File: src/mbtd_pkg.sv
// ---------------------------------------------------------------------------
// mbtd_pkg
// shared types, constants and helpers of the mixed binary/text deframer
// ---------------------------------------------------------------------------
package mbtd_pkg;

    localparam int unsigned BYTE_W = 8;
    localparam int unsigned LEN_W = 32;
    localparam int unsigned MAX_RECS = 4;
    localparam int unsigned CNT_W = $clog2(MAX_RECS + 1);
    localparam int unsigned IDX_W = $clog2(MAX_RECS);

    localparam int unsigned MBTD_LENGTH_BYTES = 4;
    localparam int unsigned MBTD_QUEUE_DEPTH = 4;

    localparam logic [BYTE_W-1:0] START_CODE_RESET = 8'h24;
    localparam logic [BYTE_W-1:0] TERM_CR = 8'h0D;
    localparam logic [BYTE_W-1:0] TERM_LF = 8'h0A;

    localparam logic REC_DATA = 1'b0;
    localparam logic REC_END = 1'b1;
    localparam logic PKT_TEXT = 1'b0;
    localparam logic PKT_BINARY = 1'b1;

    typedef struct packed {
        logic              kind;
        logic              ptype;
        logic [BYTE_W-1:0] data;
    } rec_t;

    typedef struct packed {
        logic [CNT_W-1:0]       cnt;
        rec_t [MAX_RECS-1:0]    rec;
    } bundle_t;

    function automatic rec_t mk_rec(logic kind, logic ptype, logic [BYTE_W-1:0] data);
        rec_t r;
        r.kind = kind;
        r.ptype = ptype;
        r.data = data;
        return r;
    endfunction

endpackage

File: src/mbtd_if.sv
// ---------------------------------------------------------------------------
// mbtd stream interfaces
// valid/ready channels for stream bytes and output records
// ---------------------------------------------------------------------------
interface mbtd_byte_if
    import mbtd_pkg::*;
();
    logic              valid;
    logic              ready;
    logic [BYTE_W-1:0] in_byte;

    modport source (output valid, output in_byte, input ready);
    modport sink (input valid, input in_byte, output ready);
endinterface

interface mbtd_rec_if
    import mbtd_pkg::*;
();
    logic              valid;
    logic              ready;
    logic              record_kind;
    logic              packet_type;
    logic [BYTE_W-1:0] data_byte;
    logic              run_last;

    modport source (output valid, output record_kind, output packet_type,
                    output data_byte, output run_last, input ready);
    modport sink (input valid, input record_kind, input packet_type,
                  input data_byte, input run_last, output ready);
endinterface

File: src/mbtd_front.sv
// ---------------------------------------------------------------------------
// mbtd_front
// takes stream bytes, tracks framing state and builds record bundles
// ---------------------------------------------------------------------------
module mbtd_front
    import mbtd_pkg::*;
#(
    parameter int unsigned LENGTH_BYTES = MBTD_LENGTH_BYTES
) (
    input  logic              clk,
    input  logic              rst_n,
    mbtd_byte_if.sink         in_ch,
    input  logic              cfg_we,
    input  logic [BYTE_W-1:0] cfg_wdata,
    input  logic              q_full,
    output logic              q_push,
    output bundle_t           q_data
);

    typedef enum logic [1:0] {
        PH_IDLE,
        PH_HEADER,
        PH_BINARY,
        PH_TEXT
    } phase_t;

    phase_t            phase_reg, phase_next;
    logic [1:0]        hdr_cnt_reg, hdr_cnt_next;
    logic [LEN_W-1:0]  accum_reg, accum_next;
    logic [LEN_W-1:0]  remain_reg, remain_next;
    logic [1:0]        match_reg, match_next;
    logic [BYTE_W-1:0] start_code_reg;

    logic              accept;
    logic [BYTE_W-1:0] b;
    logic [1:0]        tm;
    logic [BYTE_W-1:0] expect_byte;
    bundle_t           t_bundle;
    logic [1:0]        t_match;
    logic              t_end;
    logic              hdr_last;
    bundle_t           bundle;

    assign in_ch.ready = !q_full;
    assign accept = in_ch.valid && in_ch.ready;
    assign b = in_ch.in_byte;

    // text terminator prefix tracker
    assign tm = (phase_reg == PH_IDLE) ? 2'd0 : match_reg;
    assign expect_byte = tm[0] ? TERM_LF : TERM_CR;

    always_comb
    begin
        t_bundle = '0;
        t_match = 2'd0;
        t_end = 1'b0;
        if (b == expect_byte)
        begin
            if (tm == 2'd3)
            begin
                t_end = 1'b1;
                t_bundle.cnt = CNT_W'(1);
                t_bundle.rec[0] = mk_rec(REC_END, PKT_TEXT, '0);
            end
            else
            begin
                t_match = tm + 2'd1;
            end
        end
        else
        begin
            case (tm)
                2'd0:
                begin
                    t_bundle.cnt = CNT_W'(1);
                    t_bundle.rec[0] = mk_rec(REC_DATA, PKT_TEXT, b);
                end
                2'd1:
                begin
                    t_bundle.rec[0] = mk_rec(REC_DATA, PKT_TEXT, TERM_CR);
                    if (b == TERM_CR)
                    begin
                        t_bundle.cnt = CNT_W'(1);
                        t_match = 2'd1;
                    end
                    else
                    begin
                        t_bundle.cnt = CNT_W'(2);
                        t_bundle.rec[1] = mk_rec(REC_DATA, PKT_TEXT, b);
                    end
                end
                2'd2:
                begin
                    t_bundle.cnt = CNT_W'(3);
                    t_bundle.rec[0] = mk_rec(REC_DATA, PKT_TEXT, TERM_CR);
                    t_bundle.rec[1] = mk_rec(REC_DATA, PKT_TEXT, TERM_LF);
                    t_bundle.rec[2] = mk_rec(REC_DATA, PKT_TEXT, b);
                end
                default:
                begin
                    t_bundle.rec[0] = mk_rec(REC_DATA, PKT_TEXT, TERM_CR);
                    t_bundle.rec[1] = mk_rec(REC_DATA, PKT_TEXT, TERM_LF);
                    t_bundle.rec[2] = mk_rec(REC_DATA, PKT_TEXT, TERM_CR);
                    if (b == TERM_CR)
                    begin
                        t_bundle.cnt = CNT_W'(3);
                        t_match = 2'd1;
                    end
                    else
                    begin
                        t_bundle.cnt = CNT_W'(4);
                        t_bundle.rec[3] = mk_rec(REC_DATA, PKT_TEXT, b);
                    end
                end
            endcase
        end
    end

    assign hdr_last = (32'(hdr_cnt_reg) + 32'd1) >= 32'(LENGTH_BYTES);

    always_comb
    begin
        phase_next = phase_reg;
        hdr_cnt_next = hdr_cnt_reg;
        accum_next = accum_reg;
        remain_next = remain_reg;
        match_next = match_reg;
        bundle = '0;
        case (phase_reg)
            PH_IDLE:
            begin
                if (b == start_code_reg)
                begin
                    phase_next = PH_HEADER;
                    hdr_cnt_next = 2'd0;
                    accum_next = '0;
                end
                else
                begin
                    bundle = t_bundle;
                    match_next = t_match;
                    phase_next = t_end ? PH_IDLE : PH_TEXT;
                end
            end
            PH_HEADER:
            begin
                accum_next = {accum_reg[LEN_W-BYTE_W-1:0], b};
                if (hdr_last)
                begin
                    hdr_cnt_next = 2'd0;
                    remain_next = accum_next;
                    if (accum_next == '0)
                    begin
                        phase_next = PH_IDLE;
                        bundle.cnt = CNT_W'(1);
                        bundle.rec[0] = mk_rec(REC_END, PKT_BINARY, '0);
                    end
                    else
                    begin
                        phase_next = PH_BINARY;
                    end
                end
                else
                begin
                    hdr_cnt_next = hdr_cnt_reg + 2'd1;
                end
            end
            PH_BINARY:
            begin
                bundle.rec[0] = mk_rec(REC_DATA, PKT_BINARY, b);
                remain_next = (remain_reg != '0) ? remain_reg - LEN_W'(1) : '0;
                if (remain_reg <= LEN_W'(1))
                begin
                    phase_next = PH_IDLE;
                    bundle.cnt = CNT_W'(2);
                    bundle.rec[1] = mk_rec(REC_END, PKT_BINARY, '0);
                end
                else
                begin
                    bundle.cnt = CNT_W'(1);
                end
            end
            default:
            begin
                bundle = t_bundle;
                match_next = t_match;
                if (t_end)
                begin
                    phase_next = PH_IDLE;
                end
            end
        endcase
    end

    assign q_push = accept && (bundle.cnt != '0);
    assign q_data = bundle;

    always_ff @(posedge clk or negedge rst_n)
    begin
        if (!rst_n)
        begin
            phase_reg <= PH_IDLE;
            hdr_cnt_reg <= 2'd0;
            accum_reg <= '0;
            remain_reg <= '0;
            match_reg <= 2'd0;
            start_code_reg <= START_CODE_RESET;
        end
        else
        begin
            if (cfg_we)
            begin
                start_code_reg <= cfg_wdata;
            end
            if (accept)
            begin
                phase_reg <= phase_next;
                hdr_cnt_reg <= hdr_cnt_next;
                accum_reg <= accum_next;
                remain_reg <= remain_next;
                match_reg <= match_next;
            end
        end
    end

`ifndef SYNTH
    a_match_only_in_text: assert property (@(posedge clk) disable iff (!rst_n)
        (phase_reg != PH_TEXT) |-> (match_reg == 2'd0))
        else $error("terminator match held outside a text packet");

    a_bundle_count: assert property (@(posedge clk) disable iff (!rst_n)
        q_push |-> (q_data.cnt <= CNT_W'(MAX_RECS)))
        else $error("bundle holds too many records");
`endif

endmodule

File: src/mbtd_queue.sv
// ---------------------------------------------------------------------------
// mbtd_queue
// short queue of record bundles between classifier and record emitter
// ---------------------------------------------------------------------------
module mbtd_queue
    import mbtd_pkg::*;
#(
    parameter int unsigned QUEUE_DEPTH = MBTD_QUEUE_DEPTH
) (
    input  logic    clk,
    input  logic    rst_n,
    input  logic    push,
    input  bundle_t push_data,
    output logic    full,
    input  logic    pop,
    output logic    empty,
    output bundle_t head
);

    localparam int unsigned PTR_W = (QUEUE_DEPTH > 1) ? $clog2(QUEUE_DEPTH) : 1;
    localparam int unsigned QCNT_W = $clog2(QUEUE_DEPTH + 1);

    bundle_t           mem_reg [QUEUE_DEPTH];
    logic [PTR_W-1:0]  wr_ptr_reg, wr_ptr_next;
    logic [PTR_W-1:0]  rd_ptr_reg, rd_ptr_next;
    logic [QCNT_W-1:0] count_reg, count_next;

    assign full = (count_reg == QCNT_W'(QUEUE_DEPTH));
    assign empty = (count_reg == '0);
    assign head = mem_reg[rd_ptr_reg];

    assign wr_ptr_next = (wr_ptr_reg == PTR_W'(QUEUE_DEPTH - 1)) ? '0 : wr_ptr_reg + PTR_W'(1);
    assign rd_ptr_next = (rd_ptr_reg == PTR_W'(QUEUE_DEPTH - 1)) ? '0 : rd_ptr_reg + PTR_W'(1);

    always_comb
    begin
        count_next = count_reg;
        if (push && !pop)
        begin
            count_next = count_reg + QCNT_W'(1);
        end
        else if (pop && !push)
        begin
            count_next = count_reg - QCNT_W'(1);
        end
    end

    always_ff @(posedge clk)
    begin
        if (push)
        begin
            mem_reg[wr_ptr_reg] <= push_data;
        end
    end

    always_ff @(posedge clk or negedge rst_n)
    begin
        if (!rst_n)
        begin
            wr_ptr_reg <= '0;
            rd_ptr_reg <= '0;
            count_reg <= '0;
        end
        else
        begin
            if (push)
            begin
                wr_ptr_reg <= wr_ptr_next;
            end
            if (pop)
            begin
                rd_ptr_reg <= rd_ptr_next;
            end
            count_reg <= count_next;
        end
    end

`ifndef SYNTH
    a_no_push_when_full: assert property (@(posedge clk) disable iff (!rst_n)
        push |-> !full)
        else $error("bundle written into a full queue");

    a_no_pop_when_empty: assert property (@(posedge clk) disable iff (!rst_n)
        pop |-> !empty)
        else $error("bundle taken from an empty queue");
`endif

endmodule

File: src/mbtd_back.sv
// ---------------------------------------------------------------------------
// mbtd_back
// unpacks queued bundles into one output record per transfer
// ---------------------------------------------------------------------------
module mbtd_back
    import mbtd_pkg::*;
(
    input  logic      clk,
    input  logic      rst_n,
    input  logic      q_empty,
    input  bundle_t   q_head,
    output logic      q_pop,
    mbtd_rec_if.source out_ch
);

    logic             out_valid_reg;
    rec_t             rec_reg;
    logic             run_last_reg;
    logic [IDX_W-1:0] idx_reg;

    logic             load;
    logic             last;

    assign load = !q_empty && (!out_valid_reg || out_ch.ready);
    assign last = (CNT_W'(idx_reg) + CNT_W'(1)) == q_head.cnt;
    assign q_pop = load && last;

    assign out_ch.valid = out_valid_reg;
    assign out_ch.record_kind = rec_reg.kind;
    assign out_ch.packet_type = rec_reg.ptype;
    assign out_ch.data_byte = rec_reg.data;
    assign out_ch.run_last = run_last_reg;

    always_ff @(posedge clk)
    begin
        if (load)
        begin
            rec_reg <= q_head.rec[idx_reg];
            run_last_reg <= last;
        end
    end

    always_ff @(posedge clk or negedge rst_n)
    begin
        if (!rst_n)
        begin
            out_valid_reg <= 1'b0;
            idx_reg <= '0;
        end
        else
        begin
            if (load)
            begin
                out_valid_reg <= 1'b1;
                idx_reg <= last ? '0 : idx_reg + IDX_W'(1);
            end
            else if (out_ch.ready)
            begin
                out_valid_reg <= 1'b0;
            end
        end
    end

`ifndef SYNTH
    a_end_record_zero: assert property (@(posedge clk) disable iff (!rst_n)
        (out_valid_reg && rec_reg.kind == REC_END) |-> (rec_reg.data == '0))
        else $error("end record carries a data byte");

    a_end_record_last: assert property (@(posedge clk) disable iff (!rst_n)
        (out_valid_reg && rec_reg.kind == REC_END) |-> run_last_reg)
        else $error("end record not marked as last of its byte");
`endif

endmodule

File: src/mixed_binary_text_deframer_core.sv
// ---------------------------------------------------------------------------
// mixed_binary_text_deframer_core
// deframes length-prefixed binary and CR LF CR LF terminated text packets
// ---------------------------------------------------------------------------
// path: records of a byte pass through the bundle queue and the output register
// throughput: one byte per cycle while out_ch is ready and each byte yields at
//   most one record; output runs at one record per cycle while out_ch is ready,
//   and a byte with n records takes n output transfers, buffered by the bundle queue (QUEUE_DEPTH bundles)
// reset: asynchronous, clears framing state and queue, start code to 0x24
// ---------------------------------------------------------------------------
module mixed_binary_text_deframer_core
    import mbtd_pkg::*;
#(
    parameter int unsigned LENGTH_BYTES = MBTD_LENGTH_BYTES,
    parameter int unsigned QUEUE_DEPTH = MBTD_QUEUE_DEPTH
) (
    input  logic              clk,
    input  logic              rst_n,
    mbtd_byte_if.sink         in_ch,
    mbtd_rec_if.source        out_ch,
    input  logic              cfg_we,
    input  logic [BYTE_W-1:0] cfg_wdata
);

    logic    q_push;
    bundle_t q_data;
    logic    q_full;
    logic    q_pop;
    logic    q_empty;
    bundle_t q_head;

    mbtd_front #(
        .LENGTH_BYTES (LENGTH_BYTES)
    ) u_front (
        .clk       (clk),
        .rst_n     (rst_n),
        .in_ch     (in_ch),
        .cfg_we    (cfg_we),
        .cfg_wdata (cfg_wdata),
        .q_full    (q_full),
        .q_push    (q_push),
        .q_data    (q_data)
    );

    mbtd_queue #(
        .QUEUE_DEPTH (QUEUE_DEPTH)
    ) u_queue (
        .clk       (clk),
        .rst_n     (rst_n),
        .push      (q_push),
        .push_data (q_data),
        .full      (q_full),
        .pop       (q_pop),
        .empty     (q_empty),
        .head      (q_head)
    );

    mbtd_back u_back (
        .clk     (clk),
        .rst_n   (rst_n),
        .q_empty (q_empty),
        .q_head  (q_head),
        .q_pop   (q_pop),
        .out_ch  (out_ch)
    );

endmodule
File: src/flat_wrapper.sv
// flat-port wrapper written by rule: the top's interface ports become plain ports
module mixed_binary_text_deframer_core_flat import mbtd_pkg::*;
#(
    parameter int unsigned LENGTH_BYTES = MBTD_LENGTH_BYTES,
    parameter int unsigned QUEUE_DEPTH = MBTD_QUEUE_DEPTH
)
  (clk, rst_n, cfg_we, cfg_wdata, in_ch_valid, in_ch_in_byte, in_ch_ready, out_ch_valid, out_ch_record_kind, out_ch_packet_type, out_ch_data_byte, out_ch_run_last, out_ch_ready);
  mbtd_byte_if in_ch_i ();
  mbtd_rec_if out_ch_i ();
  input  logic clk;
  input  logic rst_n;
  input  logic cfg_we;
  input  logic [BYTE_W-1:0] cfg_wdata;
  input wire logic [$bits(in_ch_i.valid)-1:0] in_ch_valid;
  input wire logic [$bits(in_ch_i.in_byte)-1:0] in_ch_in_byte;
  output wire logic [$bits(in_ch_i.ready)-1:0] in_ch_ready;
  output wire logic [$bits(out_ch_i.valid)-1:0] out_ch_valid;
  output wire logic [$bits(out_ch_i.record_kind)-1:0] out_ch_record_kind;
  output wire logic [$bits(out_ch_i.packet_type)-1:0] out_ch_packet_type;
  output wire logic [$bits(out_ch_i.data_byte)-1:0] out_ch_data_byte;
  output wire logic [$bits(out_ch_i.run_last)-1:0] out_ch_run_last;
  input wire logic [$bits(out_ch_i.ready)-1:0] out_ch_ready;
  assign in_ch_i.valid = in_ch_valid;
  assign in_ch_i.in_byte = in_ch_in_byte;
  assign in_ch_ready = in_ch_i.ready;
  assign out_ch_valid = out_ch_i.valid;
  assign out_ch_record_kind = out_ch_i.record_kind;
  assign out_ch_packet_type = out_ch_i.packet_type;
  assign out_ch_data_byte = out_ch_i.data_byte;
  assign out_ch_run_last = out_ch_i.run_last;
  assign out_ch_i.ready = out_ch_ready;
  mixed_binary_text_deframer_core #(.LENGTH_BYTES(LENGTH_BYTES), .QUEUE_DEPTH(QUEUE_DEPTH)) u_core (.clk(clk), .rst_n(rst_n), .in_ch(in_ch_i), .out_ch(out_ch_i), .cfg_we(cfg_we), .cfg_wdata(cfg_wdata));
endmodule
File: config.mk
export PLATFORM = sky130hd
export DESIGN_NAME = mixed_binary_text_deframer_core_flat
export DESIGN_NICKNAME = d
export VERILOG_FILES = /design/src/mbtd_pkg.sv /design/src/mbtd_if.sv /design/src/mbtd_front.sv /design/src/mbtd_queue.sv /design/src/mbtd_back.sv /design/src/mixed_binary_text_deframer_core.sv /design/src/flat_wrapper.sv
export SDC_FILE = /design/constraint.sdc
export NUM_CORES = 1
export LEC_CHECK = 0
export BUFFER_PORTS_ARGS = -buffer_cell sky130_fd_sc_hd__buf_2
export CAP_MARGIN = 20
export CELL_PAD_IN_SITES_DETAIL_PLACEMENT = 1
export CELL_PAD_IN_SITES_GLOBAL_PLACEMENT = 2
export CORE_ASPECT_RATIO = 1.25
export CORE_UTILIZATION = 50
export CTS_CLUSTER_DIAMETER = 150
export DETAILED_ROUTE_END_ITERATION = 10
export GPL_TIMING_DRIVEN = 0
export PLACE_DENSITY = 0.83
export SYNTH_ARGS = -nofsm -noshare
export SYNTH_HDL_FRONTEND = slang
export SYNTH_HIERARCHICAL = 1
export SYNTH_SLANG_ARGS = --single-unit
export TNS_END_PERCENT = 1
File: constraint.sdc
create_clock -name clk -period 11.38 [get_ports clk]
set_input_delay 1.138 -clock clk [delete_from_list [all_inputs] [get_ports clk]]
set_output_delay 1.138 -clock clk [all_outputs]
set_load 0.01 [all_outputs]
==> flow_metrics.env <==
export IMPL_placed_area_um2=12500
export IMPL_synth_edff_count=183
export IMPL_period_minus_slack_ns=4.35
export IMPL_wirelength_mm=32.4
export IMPL_ctsResizeCount=0
export IMPL_grt_usage_pct=27.7
export IMPL_pwr_share_clk_pct=23.2
export IMPL_pin_count=34
export IMPL_power_share_switching_pct=35.7
export IMPL_syn2layout_area_growth_pct=12.5
export IMPL_finClkSkew_ns=0.0260
export IMPL_vias=7484
export IMPL_ys_seq_area_share_pct=63.1
export IMPL_tritoncts="done"
export IMPL_core_um2=23100
export IMPL_reg2reg_to="u_core/u_queue/count_reg[2]"
export IMPL_critPathMaxStageDelay_ns=0.60
export IMPL_cts_sinks=263
export IMPL_r2r_start="u_core/u_front/phase_reg[0]"
export IMPL_postSynth_asyncResetShare_pct=30.4
export IMPL_worst_slew_pin_slew_ns=0.986
export IMPL_post_route_util_pct=57.8
export IMPL_cp_slowest_cell="a31oi_1"
export IMPL_hold_buffers=0
export IMPL_drt_iter0_markers=495
export IMPL_setup_viol=0
export IMPL_start_kind="input pin"
export IMPL_largest_register_ff_count=172
export IMPL_fmax_mhz=230
export IMPL_pwr_share_seq_pct=40.9
export IMPL_power_frac_comb_pct=35.9
export IMPL_fin_area_um2=13400
export IMPL_synth_warnings=6
export IMPL_crit_path_max_fanout=10
export IMPL_avgSynthCellArea_um2=14.9
export IMPL_crit_family="compound AO/OA/AOI/OAI gates"
export IMPL_ys_types=67
export IMPL_fp_dieW_um=140
export IMPL_drv_cap=0
export IMPL_crit_path_cell_trace="clkbuf_1, xnor2_1, nand4_1, o21ai_1, a21oi_1, o41ai_1, a31oi_1, ha_1, inv_1, fa_1, xor2_1, nor2_1, xor2_1"
export IMPL_hpwl_mm=22.4
export IMPL_rsz0062_at_grt="false"
export IMPL_synthFlopType="edfxtp_1"
export IMPL_ir_worst_vdd_uv=217
export IMPL_root_buffer="clkbuf_16"
export IMPL_drtAntennaViolNets=0
export IMPL_row_count=62
export IMPL_min_path_type="flop to flop"
export IMPL_cp_endpoint="u_core/u_queue/count_reg[2]"
export IMPL_path_common_cell="xor2_1"
export IMPL_synth_seq_cells=263
export IMPL_finalHoldViolCount=0
export IMPL_antenna_found_initial=1
export IMPL_crit_buf_inv=2
export IMPL_p_leak_nw=4.94
export IMPL_required_ns=11.83
export IMPL_status="finished clean"
export IMPL_max_slew_margin_pct=33.8
export IMPL_synthCells=799
export IMPL_clk_latency_ns=0.55
export IMPL_crit_arrival_ns=4.80
export IMPL_port_buffer_count=26
export IMPL_netlist_area_um2=11900
export IMPL_r2r_cells=16
export IMPL_post_drt_wl_per_cell_um=27.6
export IMPL_slew_violations=0
export IMPL_layout_setup_ws_ns=7.03
export IMPL_start_util_pct=51.4
export IMPL_dp_slack_ns=6.51
export IMPL_crit_start="in_ch_in_byte[1]"
export IMPL_p_sw_mw=1.33
export IMPL_htreeDepth=1
export IMPL_dr_pass1_iters=4
export IMPL_path_clk_slew_ns=0.06
export IMPL_tns_ns=0
export IMPL_routed_via_density=6.39
export IMPL_cts_buffers=27
export IMPL_postCtsSetupBuffers=0
export IMPL_grt_max_degree=44
export IMPL_overflow=0
export IMPL_power_per_cell_area_nw_per_um2=280
export IMPL_cts_buffer_depth=3
export IMPL_criticalPathCategory="input pin to flop"
export IMPL_nNetsFinal=904
export IMPL_dieArea_um2=24400
export IMPL_r2r_setup_slack_ns=7.18
export IMPL_hold_ws_ns=0.517
export IMPL_drc_errors=0
export IMPL_gp_congestion=0.903
export IMPL_end_kind="flop"
export IMPL_fin_crit_sh_pct=38.2
export IMPL_die_y_um=174
export IMPL_grt_pass1_vias=8381
export IMPL_grt_pass1_wl_mm=50.1
export IMPL_drive_gt1_share_pct=18.8
export IMPL_internal_power_mw=2.40
export IMPL_worst_path_stages=13
[cells in the mapped netlist, types with 3 or more instances]
master / n / area [um2]
edfxtp_1: 183 / 5500
dfrtp_1: 78 / 1950
mux4_2: 46 / 1040
nor2_1: 41 / 154
a22o_1: 38 / 333
o21ai_0: 36 / 180
nand2_1: 34 / 128
inv_1: 33 / 124
clkbuf_1: 26 / 97.6
a21oi_1: 20 / 100
and3_1: 20 / 125
ha_1: 20 / 250
nor3_1: 20 / 100
nand3_1: 14 / 70.1
nor4_1: 14 / 87.6
mux2_2: 12 / 135
and2_1: 11 / 68.8
buf_2: 10 / 50.1
nand4_1: 10 / 62.6
xnor2_1: 10 / 87.6
o21ai_1: 8 / 40.0
or3_1: 8 / 50.1
mux4_1: 7 / 184
a31oi_1: 6 / 37.5
o31ai_1: 6 / 45.0
buf_4: 5 / 37.5
nor2b_1: 5 / 31.3
o22ai_1: 5 / 31.3
a221o_1: 4 / 40.0
buf_12: 4 / 80.1
xor2_1: 4 / 35.0
a32o_1: 3 / 30.0
a32oi_1: 3 / 26.3
buf_6: 3 / 33.8
mux2i_1: 3 / 30.0
nand2b_1: 3 / 18.8
o211ai_1: 3 / 22.5
or4_1: 3 / 22.5
[worst min path at each step]
stage,start,cells past startpoint,slack (ns),end
6_report,u_core/u_queue/count_reg[2],1,0.52,u_core/u_queue/count_reg[2]
4_1_cts,u_core/u_queue/count_reg[2],1,0.51,u_core/u_queue/count_reg[2]
2_1_floorplan,u_core/u_queue/count_reg[2],1,0.46,u_core/u_queue/count_reg[2]
5_1_grt,u_core/u_queue/count_reg[2],1,0.53,u_core/u_queue/count_reg[2]
3_3_place_gp,u_core/u_queue/count_reg[2],1,0.47,u_core/u_queue/count_reg[2]
3_5_place_dp,u_core/u_queue/count_reg[2],1,0.50,u_core/u_queue/count_reg[2]
[layout by cell type, fill, tap and decap left out, types with 27 or more instances in the layout]
cell / instances
clkbuf_1: 34
mux4_2: 46
dfrtp_1: 78
buf_2: 35
inv_1: 33
nand2_1: 34
o21ai_0: 36
a22o_1: 38
edfxtp_1: 183
nor2_1: 40
clkbuf_16: 27
[power by group through the flow]
| stage | registers [mW] | logic (mW) | clock network (mW) |
|---|---|---|---|
| global placement | 1.52 | 1.26 | 0 |
| finish | 1.53 | 1.34 | 0.867 |
| floorplan | 1.47 | 0.921 | 0 |
| global route | 1.55 | 1.44 | 0.916 |
| CTS | 1.52 | 1.35 | 0.886 |
| detailed placement | 1.54 | 1.34 | 0 |
[logic make-up (layout without fill, tap and decap cells)]
group | after synthesis | in the layout | share of synthesized area [%]
DFF | 263 | 263 | 63.1
and+or+nand+nor | 198 | 198 | 9.09
AOI/OAI and AO/OA | 152 | 152 | 9.11
buffers and inverters | 81 | 162 | 3.56
muxes | 69 | 69 | 11.8
adders and majority gates | 21 | 21 | 2.27
xor gates and xnor gates | 14 | 14 | 1.03
other | 1 | 5 | 0.0316
[layout make-up]
| class | instances | area, um2 |
|---|---|---|
| multi-input combinational | 458 | 3980 |
| inverter | 33 | 124 |
| buffer | 48 | 299 |
| tap | 288 | 360 |
| timing repair buffer | 31 | 240 |
| sequential | 263 | 7500 |
| clock buffer | 35 | 706 |
| fill | 2193 | 9760 |
| antenna | 1 | 2.50 |
| clock inverter | 15 | 153 |
[per-stage QoR]
stage               instances  total power, mW
floorplan                 802             2.40
global placement         1116             2.79
detailed placement       1121             2.88
CTS                      1171             3.76
global route             1171             3.91
finish                   1172             3.74
[routing by layer]
metal / GRT usage [%] / up-vias / share of wire (%)
li1: - / 3257 / -
met3: 3.47 / 86 / 4.4
met4: 13.6 / 0 / 4.2
met2: 50.9 / 258 / 54
met5: 0 / - / 0
met1: 31.7 / 3883 / 37
No activity file was read; power rests on OpenSTA's default activity.
